File: src/sv/wsfd_pkg.sv
package wsfd_pkg;

  localparam int BYTE_W     = 8;
  localparam int LEN_W      = 64;
  localparam int OUT_LEN_W  = 32;
  localparam int KEY_W      = 32;
  localparam int CFG_DATA_W = 32;
  localparam int CFG_IDX_W  = 1;

  typedef logic [1:0] err_t;

  localparam err_t ERR_NONE     = 2'd0;
  localparam err_t ERR_TOO_LONG = 2'd1;
  localparam err_t ERR_UNMASKED = 2'd2;

  localparam logic [CFG_IDX_W-1:0] CFG_MAX_LEN  = 1'b0;
  localparam logic [CFG_IDX_W-1:0] CFG_REQ_MASK = 1'b1;

  localparam logic [CFG_DATA_W-1:0] MAX_LEN_RST  = 32'd1024;
  localparam logic                  REQ_MASK_RST = 1'b1;

endpackage

File: src/sv/wsfd_in_if.sv
interface wsfd_in_if;
  logic                       valid;
  logic                       ready;
  logic [wsfd_pkg::BYTE_W-1:0] rx_byte;

  modport source (output valid, output rx_byte, input ready);
  modport sink (input valid, input rx_byte, output ready);
endinterface

File: src/sv/wsfd_out_if.sv
interface wsfd_out_if;
  logic                           valid;
  logic                           ready;
  logic [wsfd_pkg::BYTE_W-1:0]    payload_byte;
  logic                           byte_valid;
  logic                           last_in_frame;
  logic [3:0]                     frame_opcode;
  logic                           final_fragment;
  logic [wsfd_pkg::OUT_LEN_W-1:0] frame_length;
  wsfd_pkg::err_t                 error_code;

  modport source (
    output valid, output payload_byte, output byte_valid, output last_in_frame,
    output frame_opcode, output final_fragment, output frame_length,
    output error_code, input ready
  );
  modport sink (
    input valid, input payload_byte, input byte_valid, input last_in_frame,
    input frame_opcode, input final_fragment, input frame_length,
    input error_code, output ready
  );
endinterface

File: src/sv/websocket_frame_deframer.sv
// WebSocket receive-side deframer.
// in_ch carries the raw frame stream, one byte per transaction. out_ch
// carries at most one result per input byte: an unmasked payload byte
// (byte_valid 1), or, on the last header byte, an empty result for a
// zero-length frame or an error result for a rejected frame.
// cfg_we/cfg_idx/cfg_wdata write max_payload_length (index 0) and
// require_mask (index 1); write only while the block is idle.
// A byte accepted on in_ch reaches the output register through the input
// register, then the result register.
// Throughput: one byte per cycle unless stalled; each byte's header/length/
// key/XOR update is one pass of logic between the two registers.
// Stall: if out_ch.ready is low with a result waiting, the input register
// still fills once, then in_ch.ready drops until the result is taken.
// Reset (rst_n low, synchronous) empties both registers, returns the
// parser to header byte zero and restores max_payload_length = 1024 and
// require_mask = 1.
module websocket_frame_deframer (
  input  logic                                clk,
  input  logic                                rst_n,
  wsfd_in_if.sink                             in_ch,
  wsfd_out_if.source                          out_ch,
  input  logic                                cfg_we,
  input  logic [wsfd_pkg::CFG_IDX_W-1:0]      cfg_idx,
  input  logic [wsfd_pkg::CFG_DATA_W-1:0]     cfg_wdata
);

  localparam logic [2:0] PH_HDR0 = 3'd0;
  localparam logic [2:0] PH_HDR1 = 3'd1;
  localparam logic [2:0] PH_EXT  = 3'd2;
  localparam logic [2:0] PH_KEY  = 3'd3;
  localparam logic [2:0] PH_DATA = 3'd4;

  localparam logic [6:0] LEN_CODE_16 = 7'd126;
  localparam logic [6:0] LEN_CODE_64 = 7'd127;

  // config
  logic [wsfd_pkg::CFG_DATA_W-1:0] max_len_r;
  logic                            req_mask_r;

  // input register
  logic                        s1_valid_r;
  logic [wsfd_pkg::BYTE_W-1:0] s1_byte_r;

  // parser state
  logic [2:0]                  phase_r, phase_nxt;
  logic [2:0]                  hcnt_r, hcnt_nxt;
  logic [wsfd_pkg::LEN_W-1:0]  plen_r, plen_nxt;
  logic [wsfd_pkg::LEN_W-1:0]  pcnt_r, pcnt_nxt;
  logic [wsfd_pkg::KEY_W-1:0]  key_r, key_nxt;
  logic                        mask_r, mask_nxt;
  logic [3:0]                  opc_r, opc_nxt;
  logic                        fin_r, fin_nxt;
  logic                        disc_r, disc_nxt;

  // result register
  logic                           out_valid_r;
  logic [wsfd_pkg::BYTE_W-1:0]    res_byte_r, res_byte_nxt;
  logic                           res_bvalid_r, res_bvalid_nxt;
  logic                           res_last_r, res_last_nxt;
  logic [3:0]                     res_opc_r;
  logic                           res_fin_r;
  logic [wsfd_pkg::OUT_LEN_W-1:0] res_len_r, res_len_nxt;
  wsfd_pkg::err_t                 res_err_r, res_err_nxt;

  logic                        advance;
  logic                        emit;
  logic                        hdr_fin;
  logic                        too_long;
  logic                        unmasked;
  logic                        data_last;
  logic [6:0]                  len_code;
  logic [wsfd_pkg::BYTE_W-1:0] key_byte;

  assign advance      = s1_valid_r && (!out_valid_r || out_ch.ready);
  assign in_ch.ready  = !s1_valid_r || advance;
  assign len_code     = s1_byte_r[6:0];

  always_comb begin
    case (pcnt_r[1:0])
      2'd0:    key_byte = key_r[31:24];
      2'd1:    key_byte = key_r[23:16];
      2'd2:    key_byte = key_r[15:8];
      default: key_byte = key_r[7:0];
    endcase
  end

  always_comb begin
    phase_nxt      = phase_r;
    hcnt_nxt       = hcnt_r;
    plen_nxt       = plen_r;
    pcnt_nxt       = pcnt_r;
    key_nxt        = key_r;
    mask_nxt       = mask_r;
    opc_nxt        = opc_r;
    fin_nxt        = fin_r;
    disc_nxt       = disc_r;
    hdr_fin        = 1'b0;
    emit           = 1'b0;
    data_last      = 1'b0;
    res_byte_nxt   = '0;
    res_bvalid_nxt = 1'b0;
    res_last_nxt   = 1'b0;
    res_err_nxt    = wsfd_pkg::ERR_NONE;

    unique case (phase_r)
      PH_HDR1: begin
        mask_nxt = s1_byte_r[7];
        plen_nxt = '0;
        if (len_code == LEN_CODE_16) begin
          hcnt_nxt  = 3'd2;
          phase_nxt = PH_EXT;
        end else if (len_code == LEN_CODE_64) begin
          hcnt_nxt  = 3'd0; // eight bytes, counter wraps
          phase_nxt = PH_EXT;
        end else begin
          plen_nxt = {{(wsfd_pkg::LEN_W-7){1'b0}}, len_code};
          if (s1_byte_r[7]) begin
            phase_nxt = PH_KEY;
            hcnt_nxt  = 3'd4;
          end else begin
            hdr_fin = 1'b1;
          end
        end
      end
      PH_EXT: begin
        plen_nxt = {plen_r[wsfd_pkg::LEN_W-9:0], s1_byte_r};
        hcnt_nxt = hcnt_r - 3'd1;
        if (hcnt_nxt == 3'd0) begin
          if (mask_r) begin
            phase_nxt = PH_KEY;
            hcnt_nxt  = 3'd4;
          end else begin
            hdr_fin = 1'b1;
          end
        end
      end
      PH_KEY: begin
        key_nxt  = {key_r[wsfd_pkg::KEY_W-9:0], s1_byte_r};
        hcnt_nxt = hcnt_r - 3'd1;
        if (hcnt_nxt == 3'd0) begin
          hdr_fin = 1'b1;
        end
      end
      PH_DATA: begin
        pcnt_nxt  = pcnt_r + 64'd1;
        data_last = (pcnt_nxt >= plen_r);
        if (data_last) begin
          phase_nxt = PH_HDR0;
        end
        if (disc_r) begin
          if (data_last) begin
            disc_nxt = 1'b0;
          end
        end else begin
          emit           = 1'b1;
          res_byte_nxt   = s1_byte_r ^ key_byte;
          res_bvalid_nxt = 1'b1;
          res_last_nxt   = data_last;
        end
      end
      default: begin
        fin_nxt   = s1_byte_r[7];
        opc_nxt   = s1_byte_r[3:0];
        key_nxt   = '0;
        mask_nxt  = 1'b0;
        plen_nxt  = '0;
        pcnt_nxt  = '0;
        hcnt_nxt  = 3'd0;
        disc_nxt  = 1'b0;
        phase_nxt = PH_HDR1;
      end
    endcase

    too_long = (|plen_nxt[wsfd_pkg::LEN_W-1:wsfd_pkg::OUT_LEN_W]) ||
               (plen_nxt[wsfd_pkg::OUT_LEN_W-1:0] > max_len_r);
    unmasked = !mask_nxt && req_mask_r;

    if (hdr_fin) begin
      pcnt_nxt = '0;
      if (too_long || unmasked) begin
        emit         = 1'b1;
        res_last_nxt = 1'b1;
        res_err_nxt  = too_long ? wsfd_pkg::ERR_TOO_LONG : wsfd_pkg::ERR_UNMASKED;
        if (plen_nxt != '0) begin
          disc_nxt  = 1'b1;
          phase_nxt = PH_DATA;
        end else begin
          phase_nxt = PH_HDR0;
        end
      end else begin
        disc_nxt = 1'b0;
        if (plen_nxt == '0) begin
          emit         = 1'b1;
          res_last_nxt = 1'b1;
          phase_nxt    = PH_HDR0;
        end else begin
          phase_nxt = PH_DATA;
        end
      end
    end
  end

  assign res_len_nxt = (|plen_nxt[wsfd_pkg::LEN_W-1:wsfd_pkg::OUT_LEN_W]) ?
                       {wsfd_pkg::OUT_LEN_W{1'b1}} :
                       plen_nxt[wsfd_pkg::OUT_LEN_W-1:0];

  always_ff @(posedge clk) begin
    if (!rst_n) begin
      max_len_r  <= wsfd_pkg::MAX_LEN_RST;
      req_mask_r <= wsfd_pkg::REQ_MASK_RST;
    end else if (cfg_we) begin
      unique case (cfg_idx)
        wsfd_pkg::CFG_MAX_LEN:  max_len_r  <= cfg_wdata;
        wsfd_pkg::CFG_REQ_MASK: req_mask_r <= cfg_wdata[0];
        default: ;
      endcase
    end
  end

  always_ff @(posedge clk) begin
    if (!rst_n) begin
      s1_valid_r <= 1'b0;
    end else if (in_ch.valid && in_ch.ready) begin
      s1_valid_r <= 1'b1;
    end else if (advance) begin
      s1_valid_r <= 1'b0;
    end
  end

  always_ff @(posedge clk) begin
    if (in_ch.valid && in_ch.ready) begin
      s1_byte_r <= in_ch.rx_byte;
    end
  end

  always_ff @(posedge clk) begin
    if (!rst_n) begin
      phase_r <= PH_HDR0;
      hcnt_r  <= 3'd0;
      plen_r  <= '0;
      pcnt_r  <= '0;
      key_r   <= '0;
      mask_r  <= 1'b0;
      opc_r   <= 4'd0;
      fin_r   <= 1'b0;
      disc_r  <= 1'b0;
    end else if (advance) begin
      phase_r <= phase_nxt;
      hcnt_r  <= hcnt_nxt;
      plen_r  <= plen_nxt;
      pcnt_r  <= pcnt_nxt;
      key_r   <= key_nxt;
      mask_r  <= mask_nxt;
      opc_r   <= opc_nxt;
      fin_r   <= fin_nxt;
      disc_r  <= disc_nxt;
    end
  end

  always_ff @(posedge clk) begin
    if (!rst_n) begin
      out_valid_r <= 1'b0;
    end else if (advance && emit) begin
      out_valid_r <= 1'b1;
    end else if (out_ch.ready) begin
      out_valid_r <= 1'b0;
    end
  end

  always_ff @(posedge clk) begin
    if (advance && emit) begin
      res_byte_r   <= res_byte_nxt;
      res_bvalid_r <= res_bvalid_nxt;
      res_last_r   <= res_last_nxt;
      res_opc_r    <= opc_r;
      res_fin_r    <= fin_r;
      res_len_r    <= res_len_nxt;
      res_err_r    <= res_err_nxt;
    end
  end

  assign out_ch.valid          = out_valid_r;
  assign out_ch.payload_byte   = res_byte_r;
  assign out_ch.byte_valid     = res_bvalid_r;
  assign out_ch.last_in_frame  = res_last_r;
  assign out_ch.frame_opcode   = res_opc_r;
  assign out_ch.final_fragment = res_fin_r;
  assign out_ch.frame_length   = res_len_r;
  assign out_ch.error_code     = res_err_r;

endmodule

File: src/flat_wrapper.sv
// flat-port wrapper written by rule: the top's interface ports become plain ports
module websocket_frame_deframer_flat 
  (clk, rst_n, cfg_we, cfg_idx, cfg_wdata, in_ch_valid, in_ch_rx_byte, in_ch_ready, out_ch_valid, out_ch_payload_byte, out_ch_byte_valid, out_ch_last_in_frame, out_ch_frame_opcode, out_ch_final_fragment, out_ch_frame_length, out_ch_error_code, out_ch_ready);
  wsfd_in_if in_ch_i ();
  wsfd_out_if out_ch_i ();
  input  logic clk;
  input  logic rst_n;
  input  logic cfg_we;
  input  logic [wsfd_pkg::CFG_IDX_W-1:0] cfg_idx;
  input  logic [wsfd_pkg::CFG_DATA_W-1:0] cfg_wdata;
  input wire logic [$bits(in_ch_i.valid)-1:0] in_ch_valid;
  input wire logic [$bits(in_ch_i.rx_byte)-1:0] in_ch_rx_byte;
  output wire logic [$bits(in_ch_i.ready)-1:0] in_ch_ready;
  output wire logic [$bits(out_ch_i.valid)-1:0] out_ch_valid;
  output wire logic [$bits(out_ch_i.payload_byte)-1:0] out_ch_payload_byte;
  output wire logic [$bits(out_ch_i.byte_valid)-1:0] out_ch_byte_valid;
  output wire logic [$bits(out_ch_i.last_in_frame)-1:0] out_ch_last_in_frame;
  output wire logic [$bits(out_ch_i.frame_opcode)-1:0] out_ch_frame_opcode;
  output wire logic [$bits(out_ch_i.final_fragment)-1:0] out_ch_final_fragment;
  output wire logic [$bits(out_ch_i.frame_length)-1:0] out_ch_frame_length;
  output wire logic [$bits(out_ch_i.error_code)-1:0] out_ch_error_code;
  input wire logic [$bits(out_ch_i.ready)-1:0] out_ch_ready;
  assign in_ch_i.valid = in_ch_valid;
  assign in_ch_i.rx_byte = in_ch_rx_byte;
  assign in_ch_ready = in_ch_i.ready;
  assign out_ch_valid = out_ch_i.valid;
  assign out_ch_payload_byte = out_ch_i.payload_byte;
  assign out_ch_byte_valid = out_ch_i.byte_valid;
  assign out_ch_last_in_frame = out_ch_i.last_in_frame;
  assign out_ch_frame_opcode = out_ch_i.frame_opcode;
  assign out_ch_final_fragment = out_ch_i.final_fragment;
  assign out_ch_frame_length = out_ch_i.frame_length;
  assign out_ch_error_code = out_ch_i.error_code;
  assign out_ch_i.ready = out_ch_ready;
  websocket_frame_deframer u_core (.clk(clk), .rst_n(rst_n), .in_ch(in_ch_i), .out_ch(out_ch_i), .cfg_we(cfg_we), .cfg_idx(cfg_idx), .cfg_wdata(cfg_wdata));
endmodule
File: config.mk
export PLATFORM = sky130hd
export DESIGN_NAME = websocket_frame_deframer_flat
export DESIGN_NICKNAME = d
export VERILOG_FILES = /design/src/sv/wsfd_pkg.sv /design/src/sv/wsfd_in_if.sv /design/src/sv/wsfd_out_if.sv /design/src/sv/websocket_frame_deframer.sv /design/src/flat_wrapper.sv
export SDC_FILE = /design/constraint.sdc
export NUM_CORES = 1
export LEC_CHECK = 0
export BUFFER_PORTS_ARGS = -buffer_cell sky130_fd_sc_hd__buf_2
export CAP_MARGIN = 25
export CORE_MARGIN = 4
export CORE_UTILIZATION = 30
export CTS_BUF_LIST = sky130_fd_sc_hd__clkbuf_4
export CTS_CLUSTER_SIZE = 8
export DETAILED_ROUTE_END_ITERATION = 16
export GPL_ROUTABILITY_DRIVEN = 0
export PLACE_DENSITY = 0.55
export SLEW_MARGIN = 20
export SYNTH_ARGS = -nofsm -noshare
export SYNTH_HDL_FRONTEND = slang
export SYNTH_SLANG_ARGS = --single-unit
File: constraint.sdc
create_clock -name clk -period 16.5 [get_ports clk]
set_clock_uncertainty 0.2 [all_clocks]
set_input_delay 3.3 -clock clk [delete_from_list [all_inputs] [get_ports clk]]
set_output_delay 3.3 -clock clk [all_outputs]
set_load 0.01 [all_outputs]
### After elaboration in Yosys (flattened, before gate mapping)

Index checks and enable logic that the tools add are counted.

* magnitude comparators: 2
* bitwise logic cells: 5
* reductions and logical operators: 32
* add/subtract/negate cells: 2
* mux-type cells: 53
* equality and inequality tests: 15

Operators with widths (number)
* one-hot mux 64 bit (3 select lines): 1
* two-way mux 64 bit: 2
* one-hot mux 64 bit (2 select lines): 1
* adder 64 x 1 -> 64 bit, second input constant: 1
* >= comparator 64 bit: 1
* logical NOT 64 bit: 1
* one-hot mux 32 bit (2 select lines): 1
* nonzero test 64 bit: 1
* two-way mux 3 bit: 15
* > comparator 32 bit: 1
* OR reduction 32 bit: 1
* two-way mux 1 bit: 25
* one-hot mux 3 bit (4 select lines): 2
* one-hot mux 8 bit (3 select lines): 1
* == test 7 bit, second input constant: 2
* AND reduction 2 bit: 6
* != test 3 x 1 -> 1 bit, second input constant: 3
* OR reduction 3 bit: 3
* XOR 8 bit: 1
* two-way mux 7 bit: 1
* == test 3 x 2 -> 1 bit, second input constant: 2
* AND reduction 6 bit: 1
* != test 5 x 1 -> 1 bit, second input constant: 1
* logical AND 1 bit: 4
* other kinds (19): 31

* register bits: 265

### Depth between registers and ports, before layout

* depth after elaboration: 11
* gate-level depth with buffers: 18

### Least setup slack after synthesis

No wires, ideal clock.

* kind: input -> output
* start: in out_ch_ready
* end: out in_ch_ready
* required time: 13000 ps
* arrival: 3561 ps
* setup slack: 9439 ps
* stages: 2
* path through: nor2b_1 > nand2_1

* cells in the longest elaborated chain, start to end: 3

Ends and longest elaborated chain
* start, declared: RTL line flat_wrapper.sv:22 `input wire logic [$bits(out_ch_i.ready)-1:0] out_ch_ready;`
* logical OR 1 bit: RTL line websocket_frame_deframer.sv:74 `assign advance = s1_valid_r && (!out_valid_r || out_ch.ready);`
* logical AND 1 bit: RTL line websocket_frame_deframer.sv:74
* logical OR 1 bit: RTL line websocket_frame_deframer.sv:75 `assign in_ch.ready = !s1_valid_r || advance;`
* end, declared: RTL line flat_wrapper.sv:13 `output wire logic [$bits(in_ch_i.ready)-1:0] in_ch_ready;`

Every way passes these cells.

### Worst setup path after layout

Same ends and word-level chain as after synthesis.

==> impl_metrics.ini <==
[clocking]
root_buffer = clkbuf_4
numCtsBuffers = 76
cts_setup_buffers = 0
holdBufCountCts = 0
insertion_delay_ns = 0.83
clkTransAtPathRegs_ns = 0.06
cts_tree = done
clock-sinks = 265
cts_buffer_depth = 3
post_cts_resized = 0
cts-htree-levels = 3

[yosys]
yosysMostFrequentCell = nand2_1
async_reset_ff_frac = 0
yosysTopAreaCell = dfxtp_1
ys_seq_area_frac = 0.374
synth_ff_type = dfxtp_1
yosys-top-cells-area = dfxtp_1 (27%), edfxtp_1 (11%), ha_1 (8.2%)
synth_cell_type_count = 79
synth-edff-count = 57
synth_top_area_share = 0.265
synth_area_per_cell_um2 = 8.36
yosys_warnings = 0
synth_area_um2 = 15700
synth_commonest_cells = nand2_1 (282), dfxtp_1 (208), inv_1 (139)
synth_seq_cells = 265
syn_nets = 2025
netlist_instances = 1876

[sta]
period_needed_ns = 7.33
hold_ws_ns = 0.230
max_freq_mhz = 136
setup_viol = 0
fin_crit_sh = 0.444
slew_headroom = 0.351
worstMarginPinSlew_ns = 0.974
final_max_slew_viol_count = 0
setup_tns_ns = 0
final_hold_viol_count = 0
rsz0062_at_grt = no

[place]
portBuffers = 96
postPlaceCellArea_um2 = 16700
dp_hpwl_um = 29900
place_inst = 2552

[critical_path]
crit_fanout = 3
worstSetupStartpointType = input pin
cp_data_arrival_time_ns = 3.83
cp.required_ns = 13.00
reg2reg_to = u_core.out_ch.frame_length[25]
critical-path-top-delay-family = simple AND/OR/NAND/NOR gates
max_stage_delay_ns = 0.18
rrSetupSlack_ns = 10.59
r2r-start = u_core.phase_r[2]
crit_type = input pin to output pin
crit_path_cell_trace = buf_2, nor2b_1, nand2_1, buf_2
cpMaxStageDelayCell = nor2b_1
end_kind = output pin
crit_top_cell = buf_2
r2r_cells = 14
critPathBufInv = 2

[floorplan]
die_x_um = 237
row_count = 83
core_um2 = 51500
die-area_um2 = 56000
die_y_um = 237
start_util = 0.305
io_pins = 97

[global_routing]
grt_pass1_wl_um = 71000
antenna_found_initial = 2
grt_max_degree = 95
grt_usage = 0.155
grt.overflow.total = 0
grt_pass1_vias = 13263

[min_path]
min_path_cells = 0
hold_end = u_core.out_ch.frame_opcode[2]
hp-class = flop to flop
min_from = u_core.opc_r[2]

[routing]
wl_per_cell_um = 16.6
ant_nets = 0
drc = 0
vias = 13831
first_pass_iters = 8
avgViaCountPerCell = 5.12
routed_wl_um = 44800
drtIter0Drc = 1126

[final_layout]
finalNonFillerCells = 2699
area_growth_pct = 12.9
stdcell_area_um2 = 17700
fill_cells = 5464
final_core_util = 0.344
drive_gt1_frac = 0.133
nets = 2100

[job]
drv_cap = 0

[pwr]
ir_drop_v = 0.0000392
power-per-cell-area_nw_per_um2 = 85.0
leakagePower_uw = 0.00742

[run_status]
outcome = completed
## kinds of logic after synthesis
kind of cell / synth area share
AO/OA/AOI/OAI: 0.187
XOR/XNOR: 0.0402
adder cells (fa/ha/maj): 0.0821
buffers and inverters: 0.0663
flip-flops: 0.374
multiplexers: 0.0224
AND/OR/NAND/NOR: 0.228
## per-stage QoR
stage	total power, µW	worst slack, ns
2_1_floorplan	825	9.44
3_3_place_gp	878	9.17
3_5_place_dp	882	9.17
4_1_cts	1530	9.17
5_1_grt	1590	9.12
6_report	1510	9.17
## registers in the layout, indices dropped and copies added, names as in the netlist, 2 cells and up
register / cells
u_core.hcnt_r: 3
u_core.key_r: 32
u_core.max_len_r: 32
u_core.opc_r: 4
u_core.out_ch.error_code: 2
u_core.out_ch.frame_length: 32
u_core.out_ch.frame_opcode: 4
u_core.out_ch.payload_byte: 8
u_core.pcnt_r: 64
u_core.phase_r: 3
u_core.plen_r: 64
u_core.s1_byte_r: 8
## worst max-delay path by stage
stage,from,end,slack (ns),depth (start not counted)
5_1_grt,out_ch_ready,in_ch_ready,9.12,4
3_3_place_gp,out_ch_ready,in_ch_ready,9.17,4
2_1_floorplan,out_ch_ready,in_ch_ready,9.44,2
3_5_place_dp,out_ch_ready,in_ch_ready,9.17,4
6_report,out_ch_ready,in_ch_ready,9.17,4
4_1_cts,out_ch_ready,in_ch_ready,9.17,4
## report_power, final
part,switching (µW),internal [µW],total [µW]
clock,308,330,637
sequential,22.4,679,702
combinational,107,59.0,166
## cell usage in the layout, fill, tap and decap left out, types with 36 or more instances in the layout
| cell type | instances |
|---|---|
| dfxtp_1 | 207 |
| a21boi_0 | 79 |
| o211a_1 | 36 |
| ha_1 | 103 |
| nor2_1 | 93 |
| nand2_1 | 282 |
| clkbuf_4 | 112 |
| a21oi_1 | 106 |
| buf_2 | 95 |
| xnor2_1 | 48 |
| inv_1 | 139 |
| nor2b_1 | 74 |
| a22oi_1 | 48 |
| edfxtp_1 | 57 |
| o21ai_0 | 58 |
| nand3_1 | 97 |
## worst reg2reg max path, cell delays in order (launching register included)
cell	delay, ns
dfxtp_1	0.93
nand2b_1	0.55
buf_4	0.40
nor2_1	0.11
a21oi_1	0.36
inv_1	0.12
ha_1	0.34
and4_1	0.21
nand2_1	0.05
nor3_1	0.47
a211oi_1	0.25
o211ai_1	0.33
nor2_1	0.12
o22ai_4	0.48
buf_4	0.54
## layout make-up
type	instances	area, µm²	share of cell area
multi-input combinational	1353	8820	0.498
clock inverter	27	151	0.00855
inverter	139	522	0.0295
antenna	7	17.5	0.000989
tap	680	851	0.0480
sequential	265	5880	0.332
clock buffer	112	841	0.0475
timing repair buffer	116	634	0.0358
## per-layer routing
metal  global-route usage  vias to the layer above  part of all wire
met5                    0                        -                 0
met4               0.0458                        0             0.020
met3               0.0337                       73             0.048
met2                0.253                      306              0.46
met1                0.208                     6666              0.47
li1                     -                     6786                 -
No activity file was read; power rests on OpenSTA's default activity.
